[src/hdl/bootloader_command_frame_builder_core_assert.svh]
// ----------------------------------------------------------------------------
// Assertion macros for the bootloader command frame builder
// Concurrent checks on clock, disabled while reset is high.
// ----------------------------------------------------------------------------
`ifndef BOOTLOADER_COMMAND_FRAME_BUILDER_CORE_ASSERT_SVH
`define BOOTLOADER_COMMAND_FRAME_BUILDER_CORE_ASSERT_SVH

`ifndef SYNTHESIS
`define BCFB_ASSERT(label, cond, msg) \
   label: assert property (@(posedge clock) disable iff (reset) (cond)) else $error(msg);
`define BCFB_ASSERT_IMPL(label, pre, post, msg) \
   label: assert property (@(posedge clock) disable iff (reset) (pre) |-> (post)) \
      else $error(msg);
`else
`define BCFB_ASSERT(label, cond, msg)
`define BCFB_ASSERT_IMPL(label, pre, post, msg)
`endif

`endif

[src/hdl/bcfb_pkg.sv]
// ----------------------------------------------------------------------------
// bcfb_pkg
// Types, constants and the CRC byte update shared by the frame builder.
// ----------------------------------------------------------------------------
package bcfb_pkg;

   localparam int MAX_PAYLOAD_DEFAULT = 255;
   localparam int OP_DEPTH_DEFAULT    = 4;

   localparam logic [7:0]  START_BYTE_RESET = 8'h01;
   localparam logic [7:0]  END_BYTE_RESET   = 8'h17;
   localparam logic [15:0] CRC_INIT         = 16'hFFFF;
   localparam logic [15:0] CRC_POLY         = 16'h8408;

   // register indexes on the configuration port (paddr[2])
   localparam logic REG_START_BYTE = 1'b0;
   localparam logic REG_END_BYTE   = 1'b1;

   localparam logic MODE_HEADER  = 1'b0;
   localparam logic MODE_PAYLOAD = 1'b1;

   typedef enum logic [1:0] {
      OP_HEADER,
      OP_DATA,
      OP_STRAY
   } op_kind_type;

   // one classified operation handed from front to back
   typedef struct packed {
      op_kind_type kind;
      logic [7:0]  value;   // command or payload byte
      logic [7:0]  len;     // saturated payload length
      logic        last;    // final payload byte of the frame
   } op_type;

   typedef enum logic [3:0] {
      PH_IDLE,
      PH_START,
      PH_CMD,
      PH_LEN_LO,
      PH_LEN_HI,
      PH_DATA,
      PH_STRAY,
      PH_CRC_HI,
      PH_CRC_LO,
      PH_END
   } phase_type;

   // reflected CRC-16, one byte
   function automatic logic [15:0] crc_feed(input logic [15:0] crc, input logic [7:0] b);
      logic [15:0] c;
      c = crc ^ {8'h00, b};
      for (int k = 0; k < 8; k++) begin
         if (c[0]) begin
            c = (c >> 1) ^ CRC_POLY;
         end else begin
            c = c >> 1;
         end
      end
      return c;
   endfunction

endpackage

[src/hdl/bcfb_front.sv]
// ----------------------------------------------------------------------------
// bcfb_front
// Classify incoming items and track the open frame and bytes left.
// ----------------------------------------------------------------------------
module bcfb_front #(
   parameter int MAX_PAYLOAD = bcfb_pkg::MAX_PAYLOAD_DEFAULT
) (
   input  logic             clock,
   input  logic             reset,
   input  logic             accept,
   input  logic             mode,
   input  logic [7:0]       command,
   input  logic [7:0]       payload_length,
   input  logic [7:0]       data_byte,
   output bcfb_pkg::op_type op
);

   localparam logic [7:0] MaxLen = 8'(MAX_PAYLOAD);

   logic       frame_open_ff, frame_open_in;
   logic [7:0] bytes_left_ff, bytes_left_in;
   logic [7:0] len_sat;

   always_comb begin
      len_sat       = (payload_length > MaxLen) ? MaxLen : payload_length;
      op.value      = data_byte;
      op.len        = len_sat;
      op.last       = (bytes_left_ff == 8'd1);
      frame_open_in = frame_open_ff;
      bytes_left_in = bytes_left_ff;
      if (mode == bcfb_pkg::MODE_HEADER) begin
         op.kind  = bcfb_pkg::OP_HEADER;
         op.value = command;
      end else if (frame_open_ff) begin
         op.kind = bcfb_pkg::OP_DATA;
      end else begin
         op.kind = bcfb_pkg::OP_STRAY;
      end
      if (accept) begin
         unique case (op.kind)
            bcfb_pkg::OP_HEADER: begin
               bytes_left_in = len_sat;
               frame_open_in = (len_sat != 8'd0);
            end
            bcfb_pkg::OP_DATA: begin
               bytes_left_in = bytes_left_ff - 8'd1;
               frame_open_in = !op.last;
            end
            default: begin
            end
         endcase
      end
   end

   always_ff @(posedge clock) begin
      if (reset) begin
         frame_open_ff <= 1'b0;
         bytes_left_ff <= 8'd0;
      end else begin
         frame_open_ff <= frame_open_in;
         bytes_left_ff <= bytes_left_in;
      end
   end

endmodule

[src/hdl/bcfb_op_queue.sv]
// ----------------------------------------------------------------------------
// bcfb_op_queue
// Short FIFO of classified operations between front and back.
// ----------------------------------------------------------------------------
`include "bootloader_command_frame_builder_core_assert.svh"

module bcfb_op_queue #(
   parameter int OP_DEPTH = bcfb_pkg::OP_DEPTH_DEFAULT
) (
   input  logic             clock,
   input  logic             reset,
   input  logic             push_in,
   input  bcfb_pkg::op_type push_op,
   output logic             is_full,
   input  logic             pop_in,
   output bcfb_pkg::op_type head_op,
   output logic             is_empty
);

   localparam int PtrW = (OP_DEPTH > 1) ? $clog2(OP_DEPTH) : 1;
   localparam int CntW = $clog2(OP_DEPTH + 1);
   localparam logic [PtrW-1:0] LastPtr = PtrW'(OP_DEPTH - 1);
   localparam logic [CntW-1:0] Full    = CntW'(OP_DEPTH);

   bcfb_pkg::op_type entry_ff [OP_DEPTH];
   logic [PtrW-1:0]  wr_ptr_ff, wr_ptr_in;
   logic [PtrW-1:0]  rd_ptr_ff, rd_ptr_in;
   logic [CntW-1:0]  count_ff, count_in;
   logic             do_push, do_pop;

   assign is_full  = (count_ff == Full);
   assign is_empty = (count_ff == '0);
   assign head_op  = entry_ff[rd_ptr_ff];
   assign do_push  = push_in && !is_full;
   assign do_pop   = pop_in && !is_empty;

   always_comb begin
      wr_ptr_in = wr_ptr_ff;
      rd_ptr_in = rd_ptr_ff;
      count_in  = count_ff;
      if (do_push) begin
         wr_ptr_in = (wr_ptr_ff == LastPtr) ? '0 : wr_ptr_ff + 1'b1;
      end
      if (do_pop) begin
         rd_ptr_in = (rd_ptr_ff == LastPtr) ? '0 : rd_ptr_ff + 1'b1;
      end
      if (do_push && !do_pop) begin
         count_in = count_ff + 1'b1;
      end else if (do_pop && !do_push) begin
         count_in = count_ff - 1'b1;
      end
   end

   always_ff @(posedge clock) begin
      if (reset) begin
         wr_ptr_ff <= '0;
         rd_ptr_ff <= '0;
         count_ff  <= '0;
      end else begin
         wr_ptr_ff <= wr_ptr_in;
         rd_ptr_ff <= rd_ptr_in;
         count_ff  <= count_in;
      end
   end

   always_ff @(posedge clock) begin
      if (do_push) begin
         entry_ff[wr_ptr_ff] <= push_op;
      end
   end

   `BCFB_ASSERT(a_count_bound, count_ff <= Full, "op queue count above depth")
   `BCFB_ASSERT_IMPL(a_push_fills, push_in && !pop_in && count_ff == Full - 1'b1, ##1 is_full, "op queue did not fill")

endmodule

[src/hdl/bcfb_back.sv]
// ----------------------------------------------------------------------------
// bcfb_back
// Emit bytes one per cycle unless stalled, run the CRC, hold result register.
// ----------------------------------------------------------------------------
`include "bootloader_command_frame_builder_core_assert.svh"

module bcfb_back (
   input  logic             clock,
   input  logic             reset,
   input  logic [7:0]       start_byte,
   input  logic [7:0]       end_byte,
   input  bcfb_pkg::op_type head_op,
   input  logic             q_empty,
   output logic             q_pop,
   input  logic             pop,
   output logic             empty,
   output logic [7:0]       out_byte,
   output logic             frame_end,
   output logic             stray_error
);

   bcfb_pkg::phase_type phase_ff, phase_in;
   logic [15:0]         crc_ff, crc_in;
   logic [7:0]          value_ff, value_in;
   logic [7:0]          len_ff, len_in;
   logic                last_ff, last_in;
   logic                out_valid_ff, out_valid_in;
   logic [7:0]          out_byte_ff, out_byte_in;
   logic                frame_end_ff, frame_end_in;
   logic                stray_ff, stray_in;
   logic                out_free, emit;
   logic [7:0]          byte_v;
   logic                end_v, err_v;
   logic [15:0]         crc_fin;

   assign out_free    = !out_valid_ff || pop;
   assign emit        = (phase_ff != bcfb_pkg::PH_IDLE) && out_free;
   assign crc_fin     = ~crc_ff;
   assign empty       = !out_valid_ff;
   assign out_byte    = out_byte_ff;
   assign frame_end   = frame_end_ff;
   assign stray_error = stray_ff;

   always_comb begin
      phase_in = phase_ff;
      crc_in   = crc_ff;
      value_in = value_ff;
      len_in   = len_ff;
      last_in  = last_ff;
      byte_v   = 8'd0;
      end_v    = 1'b0;
      err_v    = 1'b0;
      q_pop    = 1'b0;

      unique case (phase_ff)
         bcfb_pkg::PH_IDLE: begin
         end
         bcfb_pkg::PH_START: begin
            byte_v = start_byte;
            if (emit) begin
               crc_in   = bcfb_pkg::crc_feed(bcfb_pkg::CRC_INIT, start_byte);
               phase_in = bcfb_pkg::PH_CMD;
            end
         end
         bcfb_pkg::PH_CMD: begin
            byte_v = value_ff;
            if (emit) begin
               crc_in   = bcfb_pkg::crc_feed(crc_ff, value_ff);
               phase_in = bcfb_pkg::PH_LEN_LO;
            end
         end
         bcfb_pkg::PH_LEN_LO: begin
            byte_v = len_ff;
            if (emit) begin
               crc_in   = bcfb_pkg::crc_feed(crc_ff, len_ff);
               phase_in = bcfb_pkg::PH_LEN_HI;
            end
         end
         bcfb_pkg::PH_LEN_HI: begin
            if (emit) begin
               crc_in   = bcfb_pkg::crc_feed(crc_ff, 8'd0);
               phase_in = (len_ff == 8'd0) ? bcfb_pkg::PH_CRC_HI : bcfb_pkg::PH_IDLE;
            end
         end
         bcfb_pkg::PH_DATA: begin
            byte_v = value_ff;
            if (emit) begin
               crc_in   = bcfb_pkg::crc_feed(crc_ff, value_ff);
               phase_in = last_ff ? bcfb_pkg::PH_CRC_HI : bcfb_pkg::PH_IDLE;
            end
         end
         bcfb_pkg::PH_STRAY: begin
            err_v = 1'b1;
            if (emit) begin
               phase_in = bcfb_pkg::PH_IDLE;
            end
         end
         bcfb_pkg::PH_CRC_HI: begin
            byte_v = crc_fin[15:8];
            if (emit) begin
               phase_in = bcfb_pkg::PH_CRC_LO;
            end
         end
         bcfb_pkg::PH_CRC_LO: begin
            byte_v = crc_fin[7:0];
            if (emit) begin
               phase_in = bcfb_pkg::PH_END;
            end
         end
         bcfb_pkg::PH_END: begin
            byte_v = end_byte;
            end_v  = 1'b1;
            if (emit) begin
               crc_in   = bcfb_pkg::CRC_INIT;
               phase_in = bcfb_pkg::PH_IDLE;
            end
         end
         default: begin
            phase_in = bcfb_pkg::PH_IDLE;
         end
      endcase

      // take the next operation as the current one finishes
      if (phase_in == bcfb_pkg::PH_IDLE && !q_empty) begin
         q_pop    = 1'b1;
         value_in = head_op.value;
         len_in   = head_op.len;
         last_in  = head_op.last;
         unique case (head_op.kind)
            bcfb_pkg::OP_HEADER: phase_in = bcfb_pkg::PH_START;
            bcfb_pkg::OP_DATA:   phase_in = bcfb_pkg::PH_DATA;
            default:             phase_in = bcfb_pkg::PH_STRAY;
         endcase
      end

      out_valid_in = out_valid_ff;
      out_byte_in  = out_byte_ff;
      frame_end_in = frame_end_ff;
      stray_in     = stray_ff;
      if (emit) begin
         out_valid_in = 1'b1;
         out_byte_in  = byte_v;
         frame_end_in = end_v;
         stray_in     = err_v;
      end else if (pop) begin
         out_valid_in = 1'b0;
      end
   end

   always_ff @(posedge clock) begin
      if (reset) begin
         phase_ff     <= bcfb_pkg::PH_IDLE;
         crc_ff       <= bcfb_pkg::CRC_INIT;
         out_valid_ff <= 1'b0;
      end else begin
         phase_ff     <= phase_in;
         crc_ff       <= crc_in;
         out_valid_ff <= out_valid_in;
      end
   end

   always_ff @(posedge clock) begin
      value_ff     <= value_in;
      len_ff       <= len_in;
      last_ff      <= last_in;
      out_byte_ff  <= out_byte_in;
      frame_end_ff <= frame_end_in;
      stray_ff     <= stray_in;
   end

   `BCFB_ASSERT_IMPL(a_stray_clean, out_valid_ff && stray_ff, out_byte_ff == 8'd0 && !frame_end_ff, "stray flag with frame data")
   `BCFB_ASSERT_IMPL(a_crc_order, phase_ff == bcfb_pkg::PH_CRC_LO, $past(phase_ff) == bcfb_pkg::PH_CRC_HI || $past(phase_ff) == bcfb_pkg::PH_CRC_LO, "CRC low byte out of order")
   `BCFB_ASSERT_IMPL(a_cmd_after_start, phase_ff == bcfb_pkg::PH_CMD, $past(phase_ff) == bcfb_pkg::PH_START || $past(phase_ff) == bcfb_pkg::PH_CMD, "command byte without start byte")

endmodule

[src/hdl/bootloader_command_frame_builder_core.sv]
// ----------------------------------------------------------------------------
// bootloader_command_frame_builder_core
// Bootloader command framer; X-25 style CRC-16 over all but CRC and end bytes.
// ----------------------------------------------------------------------------
// A header transaction (mode 0) opens a frame and produces start byte, command,
// length low and length high (always zero); with an empty payload the CRC
// high, CRC low and end bytes follow, seven bytes in all. Each payload
// transaction produces one byte, so payload streams at full rate; the final
// payload byte adds the three closing bytes. The output sequencer emits one
// byte per cycle into a single result register, stalling while that register
// holds a byte not yet popped. A four-entry operation queue between the
// classifier and the sequencer keeps push open while a header burst is still
// draining. A payload transaction with no open frame yields one result with
// stray_error set and out_byte zero. No clearing pass is needed after reset.
// ----------------------------------------------------------------------------
module bootloader_command_frame_builder_core #(
   parameter int MAX_PAYLOAD = bcfb_pkg::MAX_PAYLOAD_DEFAULT,
   parameter int OP_DEPTH    = bcfb_pkg::OP_DEPTH_DEFAULT
) (
   input  logic        clock,
   input  logic        reset,
   // input channel
   input  logic        push,
   output logic        full,
   input  logic        req_mode,
   input  logic [7:0]  req_command,
   input  logic [7:0]  req_payload_length,
   input  logic [7:0]  req_data_byte,
   // result channel
   output logic        empty,
   input  logic        pop,
   output logic [7:0]  rsp_out_byte,
   output logic        rsp_frame_end,
   output logic        rsp_stray_error,
   // configuration port
   input  logic        psel,
   input  logic        penable,
   input  logic        pwrite,
   input  logic [2:0]  paddr,
   input  logic [31:0] pwdata,
   output logic [31:0] prdata,
   output logic        pready
);

   logic [7:0]       start_byte_ff, start_byte_in;
   logic [7:0]       end_byte_ff, end_byte_in;
   logic             cfg_write;
   logic             accept;
   bcfb_pkg::op_type front_op;
   bcfb_pkg::op_type head_op;
   logic             q_empty;
   logic             q_pop;

   // configuration registers: select by paddr[2], ignore the byte offset
   assign pready    = 1'b1;
   assign cfg_write = psel && penable && pwrite && pready;

   always_comb begin
      start_byte_in = start_byte_ff;
      end_byte_in   = end_byte_ff;
      if (cfg_write) begin
         unique case (paddr[2])
            bcfb_pkg::REG_START_BYTE: start_byte_in = pwdata[7:0];
            bcfb_pkg::REG_END_BYTE:   end_byte_in   = pwdata[7:0];
            default: begin
            end
         endcase
      end
      unique case (paddr[2])
         bcfb_pkg::REG_START_BYTE: prdata = {24'd0, start_byte_ff};
         bcfb_pkg::REG_END_BYTE:   prdata = {24'd0, end_byte_ff};
         default:                  prdata = 32'd0;
      endcase
   end

   always_ff @(posedge clock) begin
      if (reset) begin
         start_byte_ff <= bcfb_pkg::START_BYTE_RESET;
         end_byte_ff   <= bcfb_pkg::END_BYTE_RESET;
      end else begin
         start_byte_ff <= start_byte_in;
         end_byte_ff   <= end_byte_in;
      end
   end

   // a transaction enters whenever the operation queue has room
   assign accept = push && !full;

   // classify the transaction and advance the frame bookkeeping
   bcfb_front #(
      .MAX_PAYLOAD (MAX_PAYLOAD)
   ) u_front (
      .clock          (clock),
      .reset          (reset),
      .accept         (accept),
      .mode           (req_mode),
      .command        (req_command),
      .payload_length (req_payload_length),
      .data_byte      (req_data_byte),
      .op             (front_op)
   );

   // hold classified operations until the sequencer takes them
   bcfb_op_queue #(
      .OP_DEPTH (OP_DEPTH)
   ) u_op_queue (
      .clock    (clock),
      .reset    (reset),
      .push_in  (push),
      .push_op  (front_op),
      .is_full  (full),
      .pop_in   (q_pop),
      .head_op  (head_op),
      .is_empty (q_empty)
   );

   // emit bytes, run the CRC and drive the result register
   bcfb_back u_back (
      .clock       (clock),
      .reset       (reset),
      .start_byte  (start_byte_ff),
      .end_byte    (end_byte_ff),
      .head_op     (head_op),
      .q_empty     (q_empty),
      .q_pop       (q_pop),
      .pop         (pop),
      .empty       (empty),
      .out_byte    (rsp_out_byte),
      .frame_end   (rsp_frame_end),
      .stray_error (rsp_stray_error)
   );

endmodule

[config.mk]
export PLATFORM = sky130hd
export DESIGN_NAME = bootloader_command_frame_builder_core
export DESIGN_NICKNAME = d
export VERILOG_FILES = /design/src/hdl/bcfb_pkg.sv /design/src/hdl/bcfb_front.sv /design/src/hdl/bcfb_op_queue.sv /design/src/hdl/bcfb_back.sv /design/src/hdl/bootloader_command_frame_builder_core.sv
export VERILOG_INCLUDE_DIRS = /design/src /design/src/hdl
export SDC_FILE = /design/constraint.sdc
export NUM_CORES = 1
export LEC_CHECK = 0
export BUFFER_PORTS_ARGS = -buffer_cell sky130_fd_sc_hd__buf_4
export CAP_MARGIN = 10
export CORE_ASPECT_RATIO = 0.5
export CORE_UTILIZATION = 35
export CTS_CLUSTER_DIAMETER = 40
export DETAILED_ROUTE_END_ITERATION = 8
export MAX_ROUTING_LAYER = met4
export PLACE_DENSITY = 0.57
export SYNTH_ARGS = -nofsm -noshare
export SYNTH_HDL_FRONTEND = slang
export SYNTH_HIERARCHICAL = 1
export SYNTH_SLANG_ARGS = --single-unit
[constraint.sdc]
create_clock -name clock -period 7.77 [get_ports clock]
set_input_delay 0.3885 -clock clock [delete_from_list [all_inputs] [get_ports clock]]
set_output_delay 0.3885 -clock clock [all_outputs]
set_load 0.02 [all_outputs]
---- Word level (Yosys, flattened, before mapping) ----
Memories as Yosys holds them, arrays and structs flattened. A register that Yosys moved wholly into a read port is not among the register bits.
Cells that the tools add are included.
cells by class
  reduce and logical (&&, ||, !) cells .... 33
  bitwise gates (word level) .............. 44
  $add $sub $neg .......................... 5
  magnitude comparators ................... 1
  multiply operators ...................... 0
  eq/ne operators ......................... 21
  mux-type cells .......................... 149
  shifts and indexed selects .............. 0
  divide/modulo/power cells ............... 0
operators by type and width
  cell                                                                     number
  16-bit two-way mux                                                       114
  2-bit inverter with 3-bit output                                         39
  16-bit one-hot mux with 6 select lines                                   1
  32-bit one-hot mux with 2 select lines                                   1
  8-bit one-hot mux with 6 select lines                                    1
  4-bit two-way mux                                                        9
  4-bit one-hot mux with 9 select lines                                    1
  16-bit by 8-bit XOR with 16-bit output                                   2
  4-bit by 3-bit equality test with 1-bit output, second input constant    4
  8-bit two-way mux                                                        2
  16-bit inverter                                                          1
  8-bit inverter with 16-bit output                                        1
  8-bit one-hot mux with 2 select lines                                    1
  2-bit two-way mux                                                        6
  3-bit two-way mux                                                        4
  2-bit by 1-bit inequality test with 1-bit output, second input constant  6
  4-bit by 2-bit equality test with 1-bit output, second input constant    2
  4-bit equality test, second input constant                               2
  8-bit by 1-bit equality test with 1-bit output, second input constant    1
  8-bit greater-than comparator, second input constant                     1
  1-bit logical AND                                                        8
  4-bit zero test                                                          2
  8-bit zero test                                                          1
  8-bit nonzero test                                                       1
  other kinds (22)                                                         42
storage, ports and cells
  memories ................................ 1
  bits in registers ....................... 80
  output and inout port bits .............. 45
  latch bits .............................. 0
  bits in writable memories ............... 76
  logic and storage cells ................. 270
  input bits .............................. 67
  bits in read-only memories .............. 0
memory list
  name                 words  width  rd ports  clocked after Yosys merged registers in  wr ports  line                 text
  u_op_queue.entry_ff  4      19     1         1                                        1         bcfb_op_queue.sv:25  bcfb_pkg::op_type entry_ff [OP_DEPTH];

---- Depth between registers and ports, before layout ----
Gate-level depths: netlist (run 1).
  depth after elaboration ................. 33
  gate-level depth with buffers ........... 14
  depth with buffers taken out ............ 13

---- Modules after synthesis ----
Netlist (run 1), hierarchy kept.
modules (own cells, without submodules)
  module                                 area an instance (um2)  cells each  instances
  bcfb_back                              3,290.7                 358         1
  bcfb_op_queue                          3,241.9                 149         1
  bootloader_command_frame_builder_core  1,014.7                 105         1
  bcfb_front                             793.3                   97          1

---- Worst setup path before layout (run 1) ----
OpenSTA, ideal clock, no wires.
  kind .................................... input to register
  start point ............................. input port pop
  end point ............................... register u_op_queue.count_ff[2]
  arrival time ............................ 3.303 ns
  path slack .............................. 4.397 ns
  cell stages on the path ................. 13
  path through ............................ nand2b_1 -> clkbuf_1 -> nand2_1 -> a211oi_1 -> nand2_1 -> nor2_1 -> o31ai_2 -> ha_1 -> inv_1 -> fa_1 -> xor2_1 -> or3_1 -> a21oi_1
between the ends
  cells in the longest elaborated chain, start to end .. 11
ends and longest elaborated chain
  item                                                     line                                         text
  start, declared                                          bootloader_command_frame_builder_core.sv:31  input logic pop,
  1-bit logical OR *                                       bcfb_back.sv:36                              assign out_free = !out_valid_ff || pop;
  1-bit logical AND *                                      bcfb_back.sv:37                              assign emit = (phase_ff != bcfb_pkg::PH_IDLE) && out_free;
  4-bit two-way mux, or another cell as far along          bcfb_back.sv:94, bcfb_back.sv:113
  4-bit one-hot mux with 9 select lines *                  bcfb_back.sv:55                              unique case (phase_ff)
  4-bit zero test *                                        bcfb_back.sv:124                             if (phase_in == bcfb_pkg::PH_IDLE && !q_empty) begin
  1-bit logical AND *                                      bcfb_back.sv:124
  1-bit two-way mux *                                      bcfb_back.sv:124
  named net q_pop                                          bootloader_command_frame_builder_core.sv:52  logic q_pop;
  1-bit logical AND *                                      bcfb_op_queue.sv:35                          assign do_pop = pop_in && !is_empty;
  1-bit zero test                                          bcfb_op_queue.sv:47                          if (do_push && !do_pop) begin
  1-bit logical AND                                        bcfb_op_queue.sv:47
  3-bit two-way mux or 2-bit nonzero test (tied branches)  n/a
  end signal, assigned                                     bcfb_op_queue.sv:62                          count_ff <= count_in;
  end, declared                                            bcfb_op_queue.sv:28                          logic [CntW-1:0] count_ff, count_in;
Mark *: on every way through the listed nets, which the timed path passes. The rest lies on a longest branch.
A chain may end at the register's enable or synchronous reset.

---- Worst setup path in the final report (run 1) ----
  start point ............................. register u_back.phase_ff[2]
  end point ............................... register u_op_queue.count_ff[2]
between the ends
  cells in the longest elaborated chain, start to end .. 11
ends and longest elaborated chain
  item                                                     line                                         text
  start, declared                                          bcfb_back.sv:22                              bcfb_pkg::phase_type phase_ff, phase_in;
  start signal, assigned                                   bcfb_back.sv:152                             phase_ff <= bcfb_pkg::PH_IDLE;
  start signal, assigned                                   bcfb_back.sv:156                             phase_ff <= phase_in;
  4-bit nonzero test                                       bcfb_back.sv:37
  1-bit logical AND                                        bcfb_back.sv:37
  4-bit two-way mux, or another cell as far along          bcfb_back.sv:94, bcfb_back.sv:113
  4-bit one-hot mux with 9 select lines *                  bcfb_back.sv:55
  4-bit zero test *                                        bcfb_back.sv:124
  1-bit logical AND *                                      bcfb_back.sv:124
  1-bit two-way mux *                                      bcfb_back.sv:124
  named net q_pop                                          bootloader_command_frame_builder_core.sv:52
  1-bit logical AND *                                      bcfb_op_queue.sv:35
  1-bit zero test                                          bcfb_op_queue.sv:47
  1-bit logical AND                                        bcfb_op_queue.sv:47
  3-bit two-way mux or 2-bit nonzero test (tied branches)  n/a
Marked as above.

==> out/metrics.yaml, run 1 <==
run_status:
  status: "complete, but fails checks"
  violations: "design-rule violations"
worst_setup_path:
  critPathLaunchType: "flip-flop"
  slowest_stage: "dfxtp_1"
  crit_chain: "nand2b_1, a211o_1, a211o_1, nand2_1, nor2_1, buf_4, o31ai_2, ha_1, inv_1, fa_1, xor2_1, or3_1, a21oi_1"
  r2r_cells: 13
  r2r_setup_slack_ns: 4.22
  critPathKind: "flip-flop to flip-flop"
  max_stage_delay_ns: 0.88
  cp-end-kind: "flip-flop"
  crit_arrival_ns: 3.91
  worstPathMaxFanout: 27
  critical_path_required_ns: 8.13
  cp_common_cell: "a211o_1"
grt:
  track_usage_pct: 16.1
  grt_pass1_vias: 5299
  gr-total-overflow: 0
  grt_pass1_wl_um: 29300
  grt_max_degree: 67
  antenna_found_initial: 0
timing:
  finalSetupViolations: 0
  tns_ns: 0
  slew_violations: 0
  relSlewSlack_pct: 25.8
  worst_pin_slew_ns: 1.11
  fin_crit_sh_pct: 45.7
  hold_slack_ns: 0.201
  rsz0062_at_grt: "false"
  finClkSkew_ns: 0.0125
  max_freq_mhz: 281
  period_needed_ns: 3.55
  hold_viol: 0
clocking:
  cts_tree: "yes"
  postCtsSetupBuffers: 0
  clock_sinks: 158
  htreeDepth: 4
  numCtsBuffers: 17
  cts-root-buf: "clkbuf_16"
  clock_latency_ns: 0.43
  clk_pin_slew_ns: 0.07
  cts_hold_buf: 0
  cts_buffer_depth: 2
  post_cts_resized: 0
yosys:
  synth.avg_cell_area_sq_um: 11.8
  ys_async_sr_fraction_pct: 0
  synth_edf_count: 103
  synthFlopType: "edfxtp_1"
  syn_inst: 709
  seq_area_frac_synth_pct: 50.3
  yosysUniqueCellTypes: 87
  ys_warn_count: 6
  synth-seq-cells: 158
  synth_area_sq_um: 8340
flow_run:
  drv_cap: 0
die:
  die_w_um: 220
  core_area_sq_um: 23100
  die_h_um: 111
  fp.dieArea_sq_um: 24500
  start_util_pct: 36.1
  ios: 112
  fp-row-count: 39
final_layout:
  fillers: 2170
  final_cell_mix: "edfxtp_1 (103), buf_4 (66), dfxtp_1 (55)"
  finalCoreUtilization_pct: 40.8
  regArea_sq_um: 4190
  final_area_sq_um: 9410
  multiInputGateArea_sq_um: 3650
  n_antenna_cell: 0
  final_common_cell: "edfxtp_1"
  area_growth_pct: 12.8
  fin_nets: 814
  drive_gt1_share_pct: 21.7
routing:
  wl_um: 18800
  route.detailed.drc: 6
  viasPerCell: 5.28
  wl_per_cell_um: 17.8
  drt_iter0_drc: 447
  drt_pass1_iterations: 7
  ant_nets: 0
  vias: 5588
placed_design:
  port-buffer-count: 60
  dpl_cell_area_sq_um: 8790
  place_hpwl_um: 12600
  gp_congestion: 0.872
power:
  power_density_nw_per_um2: 374
  p_leak_uw: 0.00335
  ir_drop_uv: 221
worst_hold_path:
  hold_path.class: "primary input to flip-flop"
  holdPathStages: 1
layout make-up:
class                           count  area share (%)
Sequential cell                   158            44.6
Multi-Input combinational cell    481            38.8
Timing Repair Buffer               66            5.27
Clock buffer                       20            5.09
Tap cell                          307            4.08
Clock inverter                     12            1.45
Inverter                           14           0.758
critical path: cells and delay by family (launching register included):
kind,cells,cell delay [ns]
buffers and inverters,2,0.27
adder cells (fa/ha/maj),2,0.63
AO/OA/AOI/OAI,4,0.90
flip-flops,1,0.88
XOR/XNOR,1,0.16
AND/OR/NAND/NOR,4,0.64
metal layers:
| metal | vias to the layer above | share of wire, % | track usage (%) |
|---|---|---|---|
| li1 | 2613 | - | - |
| met1 | 2771 | 50 | 22.9 |
| met2 | 182 | 43 | 23.1 |
| met3 | 22 | 5.6 | 3.26 |
| met4 | 0 | 1.4 | 4.78 |
| met5 | - | 0 | - |
power by group:
group          total [uW]  internal, uW  switching (uW)
registers            1320          1130             197
logic                1330           581             748
clock network         863           494             369
total                3520          2200            1310
worst paths after layout:
path | start | end
min | req_payload_length[2] | u_op_queue/entry_ff[3][3]
min reg2reg | u_front/bytes_left_ff[1] | u_front/bytes_left_ff[1]
max | u_back/phase_ff[2] | u_op_queue/count_ff[2]
max reg2reg | u_back/phase_ff[2] | u_op_queue/count_ff[2]
stage by stage:
stage | worst slack, ns | cells | power (uW)
2_1_floorplan | 4.40 | 732 | 2340
3_3_place_gp | 4.28 | 1026 | 2640
3_5_place_dp | 4.23 | 1026 | 2660
4_1_cts | 4.22 | 1058 | 3530
5_1_grt | 3.99 | 1058 | 3700
6_report | 4.22 | 1058 | 3520
cell families after synthesis:
kind of cell             share of synthesized area [%]
AO/OA/AOI/OAI                                     11.7
XOR/XNOR                                          5.91
adder cells (fa/ha/maj)                           1.44
buffers and inverters                             7.01
flip-flops                                        50.3
multiplexers                                      11.0
other                                           0.0900
AND/OR/NAND/NOR                                   12.6
synth_stat cells (4+ instances only):
library cell	count	area [sq um]
o211ai_1	6	45.0
ha_1	8	100
nor3_1	8	40.0
buf_6	8	90.1
clkbuf_1	10	37.5
buf_4	34	255
nor2b_1	5	31.3
or3_1	5	31.3
nand3_1	13	65.1
a31oi_1	4	25.0
mux2_2	19	214
o21ai_1	6	30.0
a211oi_1	6	45.0
inv_1	12	45.0
xnor2_1	34	298
xor2_1	13	114
mux4_2	19	428
buf_2	21	105
o22ai_1	9	56.3
and3_1	5	31.3
edfxtp_1	103	3090
nand3b_1	4	30.0
nor2_1	43	161
o21ai_0	28	140
a21oi_1	41	205
a211o_1	8	70.1
buf_1	4	15.0
dfxtp_1	55	1100
nand2b_1	28	175
mux2i_1	25	250
nand2_1	36	135
flip-flops by register name, indices dropped and copies added (netlist names), named ones only:
register	cells
u_op_queue/entry_ff	76
u_op_queue/wr_ptr_ff	2
u_back/stray_error	1
u_back/last_ff	1
u_back/phase_ff	4
u_back/len_ff	8
end_byte_ff	8
u_back/frame_end	1
u_front/bytes_left_ff	8
u_op_queue/count_ff	3
start_byte_ff	8
u_back/value_ff	8
u_op_queue/rd_ptr_ff	2
u_back/out_byte	8
u_back/out_valid_ff	1
u_front/frame_open_ff	1
u_back/crc_ff	16
Note: power is estimated with default switching activity, not from simulation.
==> run 2, diff against run 1 <==
- PLACE_DENSITY: 0.57 -> 0.59
- clock period: 7.77 -> 2.9 ns (I/O delays scaled with it)
==> out/metrics.yaml, run 2 (same netlist as run 1, synthesis figures left out) <==
final_layout:
  final_cell_mix: "edfxtp_1 (103), buf_4 (97), dfxtp_1 (55)"
  final_area_sq_um: 9810  # +4.3%
  final_cells: 1104  # +4.3%
  largest_reg_flops: 76  # unchanged
  drive_gt1_share_pct: 25.1  # +3.4 points
  fin_nets: 860  # +5.7%
  final_common_cell: "edfxtp_1"
  fillers: 2136  # -1.6%
  area_growth_pct: 17.6
  top_regs: "u_op_queue/entry_ff x76, u_back/crc_ff x16"
  n_antenna_cell: 0  # unchanged
  regMostFlops: "u_op_queue/entry_ff"
timing:
  finalSetupViolations: 0  # unchanged
  finClkSkew_ns: 0.00979  # -0.00274 ns
  max_freq_mhz: 349  # +24%
  layout_setup_ws_ns: 0.0342  # -4.18 ns
  hold_slack_ns: 0.0239  # -0.177 ns
  worst_pin_slew_ns: 0.707  # -0.405 ns
  rsz0062_at_grt: "true"
  period_needed_ns: 2.87  # -0.689 ns
  fin_crit_sh_pct: 98.8  # +53 points
  slew_violations: 0  # unchanged
  relSlewSlack_pct: 52.8  # +27 points
  hold_viol: 0  # unchanged
worst_setup_path:
  critPathBufInv: 1  # -1
  cp_top_family: "simple AND/OR/NAND/NOR gates"
  crit_arrival_ns: 3.23  # -0.68 ns
  path_depth: 13  # unchanged
  slowest_stage: "edfxtp_1"
  critPathKind: "flip-flop to flip-flop"
  max_stage_delay_ns: 0.42  # -0.46 ns
  critPathLaunchType: "flip-flop"
  r2r_cells: 13  # unchanged
  critical_path_required_ns: 3.27  # -4.86 ns
  crit_chain: "nor4_4, nand3_1, a211o_1, a211o_1, nand2_2, nor2_4, o31ai_4, ha_2, inv_1, fa_2, xor2_1, or3_1, a21oi_1"
  worstPathMaxFanout: 3  # -89%
  cp_common_cell: "a211o_1"
  cp-end-kind: "flip-flop"
clocking:
  cts_buffer_depth: 2  # unchanged
  clk_pin_slew_ns: 0.07  # about the same
  htreeDepth: 4  # unchanged
  clock_sinks: 158  # unchanged
  cts-root-buf: "clkbuf_16"
  cts_tree: "yes"
  numCtsBuffers: 17  # unchanged
  clock_latency_ns: 0.43  # about the same
grt:
  gr-total-overflow: 0  # unchanged
  grt_max_degree: 67  # unchanged
  grt_pass1_wl_um: 29900  # +2.1%
  track_usage_pct: 16.3  # +0.21 points
  antenna_found_initial: 0  # unchanged
  grt_pass1_vias: 5526  # +4.3%
placed_design:
  gp_congestion: 0.850  # -2.5%
  port-buffer-count: 60  # unchanged
  dpl_cell_area_sq_um: 9020  # +2.6%
  place_hpwl_um: 13000  # +2.7%
  dp.cells: 1053  # +2.6%
  pre_cts_ws_ns: -0.109  # -4.34 ns
worst_hold_path:
  holdPathStages: 3  # +2
  hold_path.class: "primary input to flip-flop"
routing:
  wl_um: 18600  # -1.5%
  viasPerCell: 5.09  # -3.7%
  route.detailed.drc: 6  # unchanged
  ant_nets: 0  # unchanged
  drt_pass1_iterations: 7  # unchanged
  drt_iter0_drc: 519  # +16%
  vias: 5614  # +0.47%
  wl_per_cell_um: 16.8  # -5.6%
die:
  die_w_um: 220  # unchanged
  fp.dieArea_sq_um: 24500  # unchanged
  core_area_sq_um: 23100  # unchanged
  fp-row-count: 39  # unchanged
  die_h_um: 111  # unchanged
  start_util_pct: 36.1  # unchanged
  ios: 112  # unchanged
power:
  totalPowerFinal_uw: 9610  # +170%
  power_density_nw_per_um2: 980  # +160%
  p_leak_uw: 0.00355  # +6.1%
  ir_drop_uv: 476  # +120%
run_status:
  violations: "design-rule violations"
  status: "complete, but fails checks"
flow_run:
  drv_cap: 0  # unchanged
## run 2: cell count changes in the layout (fill, tap and decap cells not counted), moves of 2 or more
cell | previous run | this run
buf_4 | 66 | 97
clkinv_4 | 2 | 5
clkinvlp_4 | 0 | 2
dlygate4sd3_1 | 0 | 15
inv_6 | 6 | 2
## run 2: cell type report
class,count,area [sq um],area share (%)
flip-flops and latches,158,4190,42.8
multi-input cells,481,3680,37.5
repair buffers,112,878,8.95
clock buffers,18,450,4.59
well taps,307,384,3.92
clock inverters,14,153,1.56
inverters,14,71.3,0.727
## run 2: tightest hold or removal path: cells and delay by family
family | cells | cell delay [ns]
and+or+nand+nor | 1 | 0.07
buffers and inverters | 1 | 0.08
muxes | 1 | 0.12
## run 2: what timing repair did
action | 4_1_cts | 5_1_grt
buffers inserted | 3 | 1
resized for setup | 1 | 0
hold endpoints to repair | 42 | 0
pin swaps | 5 | 2
setup endpoints to repair | 1 | 1
hold buffers | 15 | 0
## run 2: path summary, 6_finish.rpt
check	startpoint	to	slack, ns
worst min register to register	u_front/bytes_left_ff[1]	u_front/bytes_left_ff[1]	0.47
worst max register to register	u_back/len_ff[7]	u_op_queue/count_ff[2]	0.03
worst max-delay path	u_back/len_ff[7]	u_op_queue/count_ff[2]	0.03
worst min-delay path	pwdata[5]	start_byte_ff[5]	0.02
## run 2: metrics by stage
step	utilization [%]	TNS, ns
final	42.5	0
after global routing	42.5	-0.121
after CTS	42.5	0
after detailed placement	39.1	-0.109
after global placement	39.1	-0.0530
after floorplan	-	-0.114
## run 2: where the power goes
group | internal [uW] | switching (uW) | leakage, uW
Sequential | 3020 | 427 | 0.00141
Combinational | 1790 | 2130 | 0.00185
Clock | 1260 | 981 | 0.000291
## run 2: metal layers
metal	track usage (%)	share of wire (%)
met5	-	0
met3	3.24	4.2
met2	23.8	45
met1	22.8	50
met4	4.83	1.2
